--- config.mk ---
export PLATFORM = sky130hd
export DESIGN_NAME = local_id_generator_core_flat
export DESIGN_NICKNAME = d
export VERILOG_FILES = /design/src/hdl/lig_pkg.sv /design/src/hdl/lig_in_if.sv /design/src/hdl/lig_out_if.sv /design/src/hdl/lig_ctrl.sv /design/src/hdl/lig_dp.sv /design/src/hdl/local_id_generator_core.sv /design/src/flat_wrapper.sv
export SDC_FILE = /design/constraint.sdc
export NUM_CORES = 2
export LEC_CHECK = 0
export ABC_AREA = 1
export ABC_CLOCK_PERIOD_IN_PS = 27800
export CORE_AREA = 2 2 301 303
export DETAILED_ROUTE_END_ITERATION = 6
export DIE_AREA = 0 0 303 305
export DONT_BUFFER_PORTS = 1
export HOLD_SLACK_MARGIN = 0.05
export PLACE_DENSITY = 0.73
export RECOVER_POWER = 100
export SETUP_SLACK_MARGIN = 0.3
export SYNTH_ARGS = -nofsm -noshare
export SYNTH_HDL_FRONTEND = slang
export SYNTH_HIERARCHICAL = 1
export SYNTH_SLANG_ARGS = --single-unit
--- constraint.sdc ---
create_clock -name i_clk -period 27.8 [get_ports i_clk]
set_input_delay 1.39 -clock i_clk [delete_from_list [all_inputs] [get_ports i_clk]]
set_output_delay 1.39 -clock i_clk [all_outputs]
set_load 0.02 [all_outputs]
--- src/hdl/lig_pkg.sv ---
`default_nettype none
package lig_pkg;

    localparam int MAX_LANES = 32;
    localparam int LANE_W    = $clog2(MAX_LANES);
    localparam int CNT_W     = LANE_W + 1;

    localparam int SIZE_W    = 11;
    localparam int XY_W      = 10;
    localparam int Z_W       = 11;
    localparam int MODE_W    = 2;
    localparam int CFG_IDX_W = 2;
    localparam int CFG_W     = 11;

    localparam logic [SIZE_W-1:0] SIZE_LIMIT = 11'd1024;

    // register indexes
    localparam logic [CFG_IDX_W-1:0] CFG_SIZE_X    = 2'd0;
    localparam logic [CFG_IDX_W-1:0] CFG_SIZE_Y    = 2'd1;
    localparam logic [CFG_IDX_W-1:0] CFG_SIMD_MODE = 2'd2;

    // simd modes
    localparam logic [MODE_W-1:0] SIMD8  = 2'd0;
    localparam logic [MODE_W-1:0] SIMD16 = 2'd1;

    // controller to datapath
    typedef struct packed {
        logic              walk_clr;
        logic              load_lane;
        logic              load_step;
        logic              emit;
        logic              last;
        logic [LANE_W-1:0] idx;
    } t_cmd;

    // datapath to controller
    typedef struct packed {
        logic              slot_free;
        logic [LANE_W-1:0] last_idx;
    } t_sts;

endpackage
`default_nettype wire

--- src/hdl/lig_in_if.sv ---
`default_nettype none
interface lig_in_if;
    logic valid;
    logic ready;
    logic first_of_group;

    modport source (output valid, output first_of_group, input ready);
    modport sink   (input valid, input first_of_group, output ready);
endinterface
`default_nettype wire

--- src/hdl/lig_out_if.sv ---
`default_nettype none
interface lig_out_if;
    logic        valid;
    logic        ready;
    logic [4:0]  lane;
    logic [9:0]  local_x;
    logic [9:0]  local_y;
    logic [10:0] local_z;
    logic        last;

    modport source (output valid, output lane, output local_x, output local_y,
                    output local_z, output last, input ready);
    modport sink   (input valid, input lane, input local_x, input local_y,
                    input local_z, input last, output ready);
endinterface
`default_nettype wire

--- src/hdl/lig_ctrl.sv ---
`default_nettype none
module lig_ctrl (
    input  wire logic          i_clk,
    input  wire logic          i_rst_n,
    input  wire logic          i_valid,
    input  wire logic          i_first,
    output logic               o_ready,
    output lig_pkg::t_cmd      o_cmd,
    input  wire lig_pkg::t_sts i_sts
);
    import lig_pkg::*;

    typedef enum logic [1:0] {S_IDLE, S_INIT, S_EMIT} t_state;

    t_state           r_state, n_state;
    logic [CNT_W-1:0] r_cnt, n_cnt;
    logic [CNT_W-1:0] lane_cnt;
    logic             walk_done;
    logic             emit_last;

    assign lane_cnt  = {1'b0, i_sts.last_idx} + CNT_W'(1);
    assign walk_done = (r_cnt == lane_cnt);
    assign emit_last = (r_cnt[LANE_W-1:0] == i_sts.last_idx);

    always_comb begin
        n_state = r_state;
        n_cnt   = r_cnt;
        o_ready = 1'b0;
        o_cmd   = '0;
        o_cmd.idx = r_cnt[LANE_W-1:0];
        case (r_state)
            S_IDLE: begin
                o_ready = 1'b1;
                n_cnt   = '0;
                if (i_valid) begin
                    if (i_first) begin
                        o_cmd.walk_clr = 1'b1;
                        n_state = S_INIT;
                    end else begin
                        n_state = S_EMIT;
                    end
                end
            end
            S_INIT: begin
                // one linear index per cycle, index n gives the thread step
                o_cmd.load_lane = !walk_done;
                o_cmd.load_step = walk_done;
                if (walk_done) begin
                    n_state = S_EMIT;
                    n_cnt   = '0;
                end else begin
                    n_cnt = r_cnt + CNT_W'(1);
                end
            end
            S_EMIT: begin
                if (i_sts.slot_free) begin
                    o_cmd.emit = 1'b1;
                    o_cmd.last = emit_last;
                    if (emit_last) begin
                        n_state = S_IDLE;
                    end else begin
                        n_cnt = r_cnt + CNT_W'(1);
                    end
                end
            end
            default: begin
                n_state = S_IDLE;
            end
        endcase
    end

    always_ff @(posedge i_clk) begin
        if (!i_rst_n) begin
            r_state <= S_IDLE;
            r_cnt   <= '0;
        end else begin
            r_state <= n_state;
            r_cnt   <= n_cnt;
        end
    end

    a_emit_needs_slot: assert property (@(posedge i_clk) disable iff (!i_rst_n)
        o_cmd.emit |-> i_sts.slot_free)
        else $error("emit into a full output slot");

    a_load_excl: assert property (@(posedge i_clk) disable iff (!i_rst_n)
        !(o_cmd.load_lane && o_cmd.load_step))
        else $error("lane and step loaded together");

    a_last_to_idle: assert property (@(posedge i_clk) disable iff (!i_rst_n)
        (o_cmd.emit && o_cmd.last) |=> (r_state == S_IDLE))
        else $error("no return to idle after last lane");

    a_emit_range: assert property (@(posedge i_clk) disable iff (!i_rst_n)
        (r_state == S_EMIT) |-> (!r_cnt[CNT_W-1] && r_cnt[LANE_W-1:0] <= i_sts.last_idx))
        else $error("lane counter past lane count");

    a_walk_range: assert property (@(posedge i_clk) disable iff (!i_rst_n)
        (r_state == S_INIT) |-> (r_cnt <= lane_cnt))
        else $error("walk counter past lane count");

endmodule
`default_nettype wire

--- src/hdl/lig_dp.sv ---
`default_nettype none
module lig_dp (
    input  wire logic                        i_clk,
    input  wire logic                        i_rst_n,
    input  wire logic                        i_cfg_we,
    input  wire logic [lig_pkg::CFG_IDX_W-1:0] i_cfg_idx,
    input  wire logic [lig_pkg::CFG_W-1:0]   i_cfg_data,
    input  wire lig_pkg::t_cmd               i_cmd,
    output lig_pkg::t_sts                    o_sts,
    input  wire logic                        i_ready,
    output logic                             o_valid,
    output logic [lig_pkg::LANE_W-1:0]       o_lane,
    output logic [lig_pkg::XY_W-1:0]         o_local_x,
    output logic [lig_pkg::XY_W-1:0]         o_local_y,
    output logic [lig_pkg::Z_W-1:0]          o_local_z,
    output logic                             o_last
);
    import lig_pkg::*;

    localparam int LANE8  = (MAX_LANES < 8)  ? MAX_LANES : 8;
    localparam int LANE16 = (MAX_LANES < 16) ? MAX_LANES : 16;

    logic [SIZE_W-1:0] r_size_x, r_size_y;
    logic [MODE_W-1:0] r_mode;

    logic [XY_W-1:0] r_lane_x [MAX_LANES];
    logic [XY_W-1:0] r_lane_y [MAX_LANES];
    logic [Z_W-1:0]  r_lane_z [MAX_LANES];
    logic [XY_W-1:0] r_step_x, r_step_y;
    logic [Z_W-1:0]  r_step_z;

    logic [XY_W-1:0] r_wx, r_wy, n_wx, n_wy;
    logic [Z_W-1:0]  r_wz, n_wz;

    logic [SIZE_W-1:0] sx, sy;
    logic [SIZE_W-1:0] wx1, wy1;
    logic [SIZE_W-1:0] ax, ay, fx, fy;
    logic              cx, cy;
    logic [Z_W-1:0]    nz;
    logic [XY_W-1:0]   cur_x, cur_y;
    logic [Z_W-1:0]    cur_z;

    // effective sizes, zero means one, clamp at the limit
    assign sx = (r_size_x == '0) ? SIZE_W'(1) :
                (r_size_x > SIZE_LIMIT) ? SIZE_LIMIT : r_size_x;
    assign sy = (r_size_y == '0) ? SIZE_W'(1) :
                (r_size_y > SIZE_LIMIT) ? SIZE_LIMIT : r_size_y;

    always_comb begin
        o_sts.slot_free = !o_valid || i_ready;
        case (r_mode)
            SIMD8:   o_sts.last_idx = LANE_W'(LANE8 - 1);
            SIMD16:  o_sts.last_idx = LANE_W'(LANE16 - 1);
            default: o_sts.last_idx = LANE_W'(MAX_LANES - 1);
        endcase
    end

    // mixed-radix walk over linear index
    always_comb begin
        wx1  = {1'b0, r_wx} + SIZE_W'(1);
        wy1  = {1'b0, r_wy} + SIZE_W'(1);
        n_wx = wx1[XY_W-1:0];
        n_wy = r_wy;
        n_wz = r_wz;
        if (wx1 == sx) begin
            n_wx = '0;
            n_wy = wy1[XY_W-1:0];
            if (wy1 == sy) begin
                n_wy = '0;
                n_wz = r_wz + Z_W'(1);
            end
        end
    end

    // per-lane advance by one thread
    assign cur_x = r_lane_x[i_cmd.idx];
    assign cur_y = r_lane_y[i_cmd.idx];
    assign cur_z = r_lane_z[i_cmd.idx];

    always_comb begin
        ax = {1'b0, cur_x} + {1'b0, r_step_x};
        cx = (ax >= sx);
        fx = cx ? (ax - sx) : ax;
        ay = {1'b0, cur_y} + {1'b0, r_step_y} + SIZE_W'(cx);
        cy = (ay >= sy);
        fy = cy ? (ay - sy) : ay;
        nz = cur_z + r_step_z + Z_W'(cy);
    end

    always_ff @(posedge i_clk) begin
        if (!i_rst_n) begin
            r_size_x <= SIZE_W'(1);
            r_size_y <= SIZE_W'(1);
            r_mode   <= '0;
        end else if (i_cfg_we) begin
            case (i_cfg_idx)
                CFG_SIZE_X:    r_size_x <= i_cfg_data[SIZE_W-1:0];
                CFG_SIZE_Y:    r_size_y <= i_cfg_data[SIZE_W-1:0];
                CFG_SIMD_MODE: r_mode   <= i_cfg_data[MODE_W-1:0];
                default: ;
            endcase
        end
    end

    always_ff @(posedge i_clk) begin
        if (!i_rst_n) begin
            for (int i = 0; i < MAX_LANES; i++) begin
                r_lane_x[i] <= '0;
                r_lane_y[i] <= '0;
                r_lane_z[i] <= '0;
            end
            r_step_x <= '0;
            r_step_y <= '0;
            r_step_z <= '0;
        end else begin
            if (i_cmd.load_lane) begin
                r_lane_x[i_cmd.idx] <= r_wx;
                r_lane_y[i_cmd.idx] <= r_wy;
                r_lane_z[i_cmd.idx] <= r_wz;
            end else if (i_cmd.emit) begin
                r_lane_x[i_cmd.idx] <= fx[XY_W-1:0];
                r_lane_y[i_cmd.idx] <= fy[XY_W-1:0];
                r_lane_z[i_cmd.idx] <= nz;
            end
            if (i_cmd.load_step) begin
                r_step_x <= r_wx;
                r_step_y <= r_wy;
                r_step_z <= r_wz;
            end
        end
    end

    always_ff @(posedge i_clk) begin
        if (i_cmd.walk_clr) begin
            r_wx <= '0;
            r_wy <= '0;
            r_wz <= '0;
        end else if (i_cmd.load_lane) begin
            r_wx <= n_wx;
            r_wy <= n_wy;
            r_wz <= n_wz;
        end
    end

    // output register
    always_ff @(posedge i_clk) begin
        if (!i_rst_n) begin
            o_valid <= 1'b0;
        end else if (i_cmd.emit) begin
            o_valid <= 1'b1;
        end else if (i_ready) begin
            o_valid <= 1'b0;
        end
    end

    always_ff @(posedge i_clk) begin
        if (i_cmd.emit) begin
            o_lane    <= i_cmd.idx;
            o_local_x <= cur_x;
            o_local_y <= cur_y;
            o_local_z <= cur_z;
            o_last    <= i_cmd.last;
        end
    end

endmodule
`default_nettype wire

--- src/hdl/local_id_generator_core.sv ---
// channel   dir  payload                                      handshake
// i_item    in   first_of_group                               valid/ready
// o_result  out  lane, local_x, local_y, local_z, last         valid/ready
// cfg       in   i_cfg_idx, i_cfg_data                        i_cfg_we, no wait
//
// n lanes per thread (8, 16 or 32). a group start walks the linear index one
// per cycle to load the lanes and then the step, then emits the n lanes; a
// later thread only emits its n lanes
// reset is synchronous, active low, and clears lane coordinates and steps
// output stalls hold the emit loop; the output register lets a new item in
// while the last lane of the previous thread still waits
`default_nettype none
module local_id_generator_core (
    input  wire logic                          i_clk,
    input  wire logic                          i_rst_n,
    input  wire logic                          i_cfg_we,
    input  wire logic [lig_pkg::CFG_IDX_W-1:0] i_cfg_idx,
    input  wire logic [lig_pkg::CFG_W-1:0]     i_cfg_data,
    lig_in_if.sink                             i_item,
    lig_out_if.source                          o_result
);
    import lig_pkg::*;

    t_cmd cmd;
    t_sts sts;

    // sequencer: walk on a group start, then emit lane by lane
    lig_ctrl u_ctrl (
        .i_clk   (i_clk),
        .i_rst_n (i_rst_n),
        .i_valid (i_item.valid),
        .i_first (i_item.first_of_group),
        .o_ready (i_item.ready),
        .o_cmd   (cmd),
        .i_sts   (sts)
    );

    // config, lane coordinate store, advance adders, output register
    lig_dp u_dp (
        .i_clk      (i_clk),
        .i_rst_n    (i_rst_n),
        .i_cfg_we   (i_cfg_we),
        .i_cfg_idx  (i_cfg_idx),
        .i_cfg_data (i_cfg_data),
        .i_cmd      (cmd),
        .o_sts      (sts),
        .i_ready    (o_result.ready),
        .o_valid    (o_result.valid),
        .o_lane     (o_result.lane),
        .o_local_x  (o_result.local_x),
        .o_local_y  (o_result.local_y),
        .o_local_z  (o_result.local_z),
        .o_last     (o_result.last)
    );

endmodule
`default_nettype wire
--- src/flat_wrapper.sv ---
// flat-port wrapper written by rule: the top's interface ports become plain ports
module local_id_generator_core_flat import lig_pkg::*;
  (i_clk, i_rst_n, i_cfg_we, i_cfg_idx, i_cfg_data, i_item_valid, i_item_first_of_group, i_item_ready, o_result_valid, o_result_lane, o_result_local_x, o_result_local_y, o_result_local_z, o_result_last, o_result_ready);
  lig_in_if i_item_i ();
  lig_out_if o_result_i ();
  input  wire logic i_clk;
  input  wire logic i_rst_n;
  input  wire logic i_cfg_we;
  input  wire logic [lig_pkg::CFG_IDX_W-1:0] i_cfg_idx;
  input  wire logic [lig_pkg::CFG_W-1:0] i_cfg_data;
  input wire logic [$bits(i_item_i.valid)-1:0] i_item_valid;
  input wire logic [$bits(i_item_i.first_of_group)-1:0] i_item_first_of_group;
  output wire logic [$bits(i_item_i.ready)-1:0] i_item_ready;
  output wire logic [$bits(o_result_i.valid)-1:0] o_result_valid;
  output wire logic [$bits(o_result_i.lane)-1:0] o_result_lane;
  output wire logic [$bits(o_result_i.local_x)-1:0] o_result_local_x;
  output wire logic [$bits(o_result_i.local_y)-1:0] o_result_local_y;
  output wire logic [$bits(o_result_i.local_z)-1:0] o_result_local_z;
  output wire logic [$bits(o_result_i.last)-1:0] o_result_last;
  input wire logic [$bits(o_result_i.ready)-1:0] o_result_ready;
  assign i_item_i.valid = i_item_valid;
  assign i_item_i.first_of_group = i_item_first_of_group;
  assign i_item_ready = i_item_i.ready;
  assign o_result_valid = o_result_i.valid;
  assign o_result_lane = o_result_i.lane;
  assign o_result_local_x = o_result_i.local_x;
  assign o_result_local_y = o_result_i.local_y;
  assign o_result_local_z = o_result_i.local_z;
  assign o_result_last = o_result_i.last;
  assign o_result_i.ready = o_result_ready;
  local_id_generator_core u_core (.i_clk(i_clk), .i_rst_n(i_rst_n), .i_cfg_we(i_cfg_we), .i_cfg_idx(i_cfg_idx), .i_cfg_data(i_cfg_data), .i_item(i_item_i), .o_result(o_result_i));
endmodule
==> results.cfg <==
[outcome]
status = complete, but fails checks
violations = design-rule violations, max-capacitance violations, max-slew violations

[setup_path]
crit_path_max_incr_delay_ps = 4680
r2r_slack_ps = 8310
crit_type = register to register
path_max_fanout = 112
r2r_start = u_core/u_ctrl/r_cnt[1]$_SDFFE_PN0P_
worstPathArrival_ps = 19810
critPathLaunch = u_core/u_ctrl/r_cnt[1]$_SDFFE_PN0P_
worstSetupStartpointType = register
cpMostUsedCell = inv_1
worstSetupEndpoint = u_core/u_dp/r_lane_z[11][8]$_SDFFCE_PN0P_
cp.required_ps = 28120
cpMaxStageDelayCell = clkbuf_1
reg2reg_to = u_core/u_dp/r_lane_z[11][8]$_SDFFCE_PN0P_
r2r_cells = 45
endpoint_kind = register

[sta]
period_share_pct = 70.1
fmax_mhz = 51.3
finClkSkew_ps = 27.5
max_slew_margin_pct = -334
finalHoldViolations = 0
fin_tns_setup_ps = 0
slew_viol_final = 2284
period_minus_slack_ps = 19490
worstMarginPinSlew_ps = 6500
rsz0062_at_grt = false
setup_viol = 0

[route]
ant_nets = 0
drt-total-wl_mm = 170
post_drt_wl_per_cell_um = 29.6
drc = 4
drtIter0Drc = 6110
vias = 39684
first_pass_iters = 7
vias_per_cell = 6.89

[cells_and_area]
syn_to_final_growth_pct = 8.20
layout.nets = 4570
diodes = 0
final_util_pct = 62.2
drive_above_1_share_pct = 7.01
final_common_cell = edfxtp_1
final_cell_mix = edfxtp_1, a21oi_1, a22oi_1
fillCellCount = 6922

[global_routing]
grt_max_degree = 132
grtUsageTotal_pct = 36.3
gr-total-overflow = 0
grt_pass1_vias = 38167
antenna_found_initial = 3
grt_pass1_wl_mm = 245

[logic_synthesis]
synth_warnings = 6
syn_area_um2 = 51300
yosysSeqAreaShare_pct = 63.9
synth_edf_count = 1029
avgSynthCellArea_um2 = 11.0
yosysTopAreaCellShare_pct = 60.2
postSynthCellCount = 4667
synth_area_leaders = edfxtp_1, a21oi_1, a22oi_1
synth-seq-cells = 1124
synthArstFlopShare_pct = 0
synth_flop_cell = edfxtp_1
synth_cell_types = 57
synth_area_leader_cell = edfxtp_1

[clock_tree]
cts.sinks = 1124
cts_tree = yes
post_cts_buffers = 0
numCtsBuffers = 111
clk_latency_ps = 700
clockBufferDepth = 3
root_buffer = clkbuf_16
postCtsHoldBufs = 0
htree_levels = 3
cts-resized-gates = 0
cts.reportedPaths.clkPinSlew_ps = 60

[power_and_ir_drop]
total_power_uw = 4600
leakagePower_uw = 0.0186
p_per_area_nw_per_um2 = 82.8
peakVddDrop_uv = 61.4

[place]
routabilityCongestion = 0.933
place_hpwl_mm = 95.2
io_buffers = 0

[die]
die_h_um = 305
die_w_um = 303
core-area_um2 = 89300
start_util_pct = 57.4
pin_count = 58
floorplan.die_area_um2 = 92400
rows = 110

[worst_hold_path]
worstHoldStart = u_core/u_dp/r_mode[0]$_SDFFE_PN0P_
min_path_type = register to register

[job]
cap_violations = 72
-- worst min path at each step --
stage / end / slack (ps) / cells after the start
finish: u_core/u_dp/r_mode[0]$_SDFFE_PN0P_ / 460 / 2
detailed placement: u_core/u_dp/r_mode[0]$_SDFFE_PN0P_ / 450 / 2
global route: u_core/u_dp/r_wz[7]$_SDFFE_PP0P_ / 490 / 2
global placement: u_core/u_dp/r_mode[0]$_SDFFE_PN0P_ / 440 / 2
floorplan: u_core/u_dp/r_mode[0]$_SDFFE_PN0P_ / 430 / 2
CTS: u_core/u_dp/r_mode[0]$_SDFFE_PN0P_ / 460 / 2
-- power breakdown --
part	switching [uW]	internal (uW)
sequential	64.1	1960
clock	655	914
combinational	760	244
-- per-stage QoR --
stage | hold slack, ps | setup slack (ps) | cells | instance area, um^2
after detailed placement | 452 | 15690 | 5549 | 52200
after global routing | 488 | 7340 | 5758 | 55500
after floorplan | 430 | 18860 | 4669 | 51300
final | 458 | 8310 | 5758 | 55500
after global placement | 441 | 16030 | 5549 | 52200
after CTS | 461 | 15640 | 5758 | 56000
-- critical path: cells and delay by family (launching register included) --
| kind | cells | cell delay [ps] |
|---|---|---|
| AOI/OAI and AO/OA | 13 | 3350 |
| xor gates and xnor gates | 2 | 310 |
| adders and majority gates | 8 | 3250 |
| buffers and inverters | 10 | 8980 |
| DFF | 1 | 640 |
| and+or+nand+nor | 12 | 2380 |
-- Yosys cell counts, types with 4 or more instances --
cell type     n
a21o_1       15
nor2_4       10
fa_1          7
nor3_1       20
buf_4        14
nand3_1      83
o21ai_1      20
a2111oi_0    12
o211ai_1      5
inv_1       220
buf_2       118
nand3_2       5
nand2_1     464
edfxtp_1   1029
nor2_1      464
a31oi_1       5
nand2_2      16
xnor2_1      13
or2_2        20
xor2_1       35
buf_6         5
a21oi_1     930
o21bai_1      8
ha_1         58
dfxtp_1      95
a22oi_1     497
o21ai_0      76
nor2_2       17
nand3b_1      7
nor4_1       23
buf_1        28
clkbuf_1    257
nand4_1      34
o21ai_2       5
a221oi_1      4
inv_2        14
-- cell type report --
| cell class | instances | area, um^2 | area share, % |
|---|---|---|---|
| clock inverter | 74 | 852 | 1.53 |
| tap | 1176 | 1470 | 2.65 |
| clock buffer | 135 | 2920 | 5.26 |
| multi-input combinational | 2886 | 15800 | 28.5 |
| sequential | 1124 | 32800 | 59.1 |
| timing repair buffer | 126 | 738 | 1.33 |
| inverter | 237 | 891 | 1.60 |
-- routing by layer --
| metal | track usage, % | up-vias | routed length [um] |
|---|---|---|---|
| met2 | 55.3 | 3429 | 75200 |
| met4 | 19.8 | 4 | 10900 |
| met1 | 47.1 | 18910 | 58300 |
| met5 | 0 | - | 23 |
| met3 | 10.3 | 678 | 25900 |
| li1 | - | 16663 | - |
-- sequential cells by signal, indices dropped and copies added (netlist names), 11 cells and up --
name,flops
u_core/u_dp/r_wz,11
u_core/u_dp/o_local_z,11
u_core/u_dp/r_size_y,11
u_core/u_dp/r_lane_y,320
u_core/u_dp/r_step_z,11
u_core/u_dp/r_size_x,11
u_core/u_dp/r_lane_x,320
u_core/u_dp/r_lane_z,352
-- cell families after synthesis --
logic type	after synthesis	synth area share [%]
simple gates	1176	9.82
flops	1124	63.9
other cells	1	0.00731
compound gates	1594	18.5
xor+xnor	48	0.819
buf+inv	659	5.28
fa+ha+maj	65	1.69
Power figures use the tool's default switching activity.
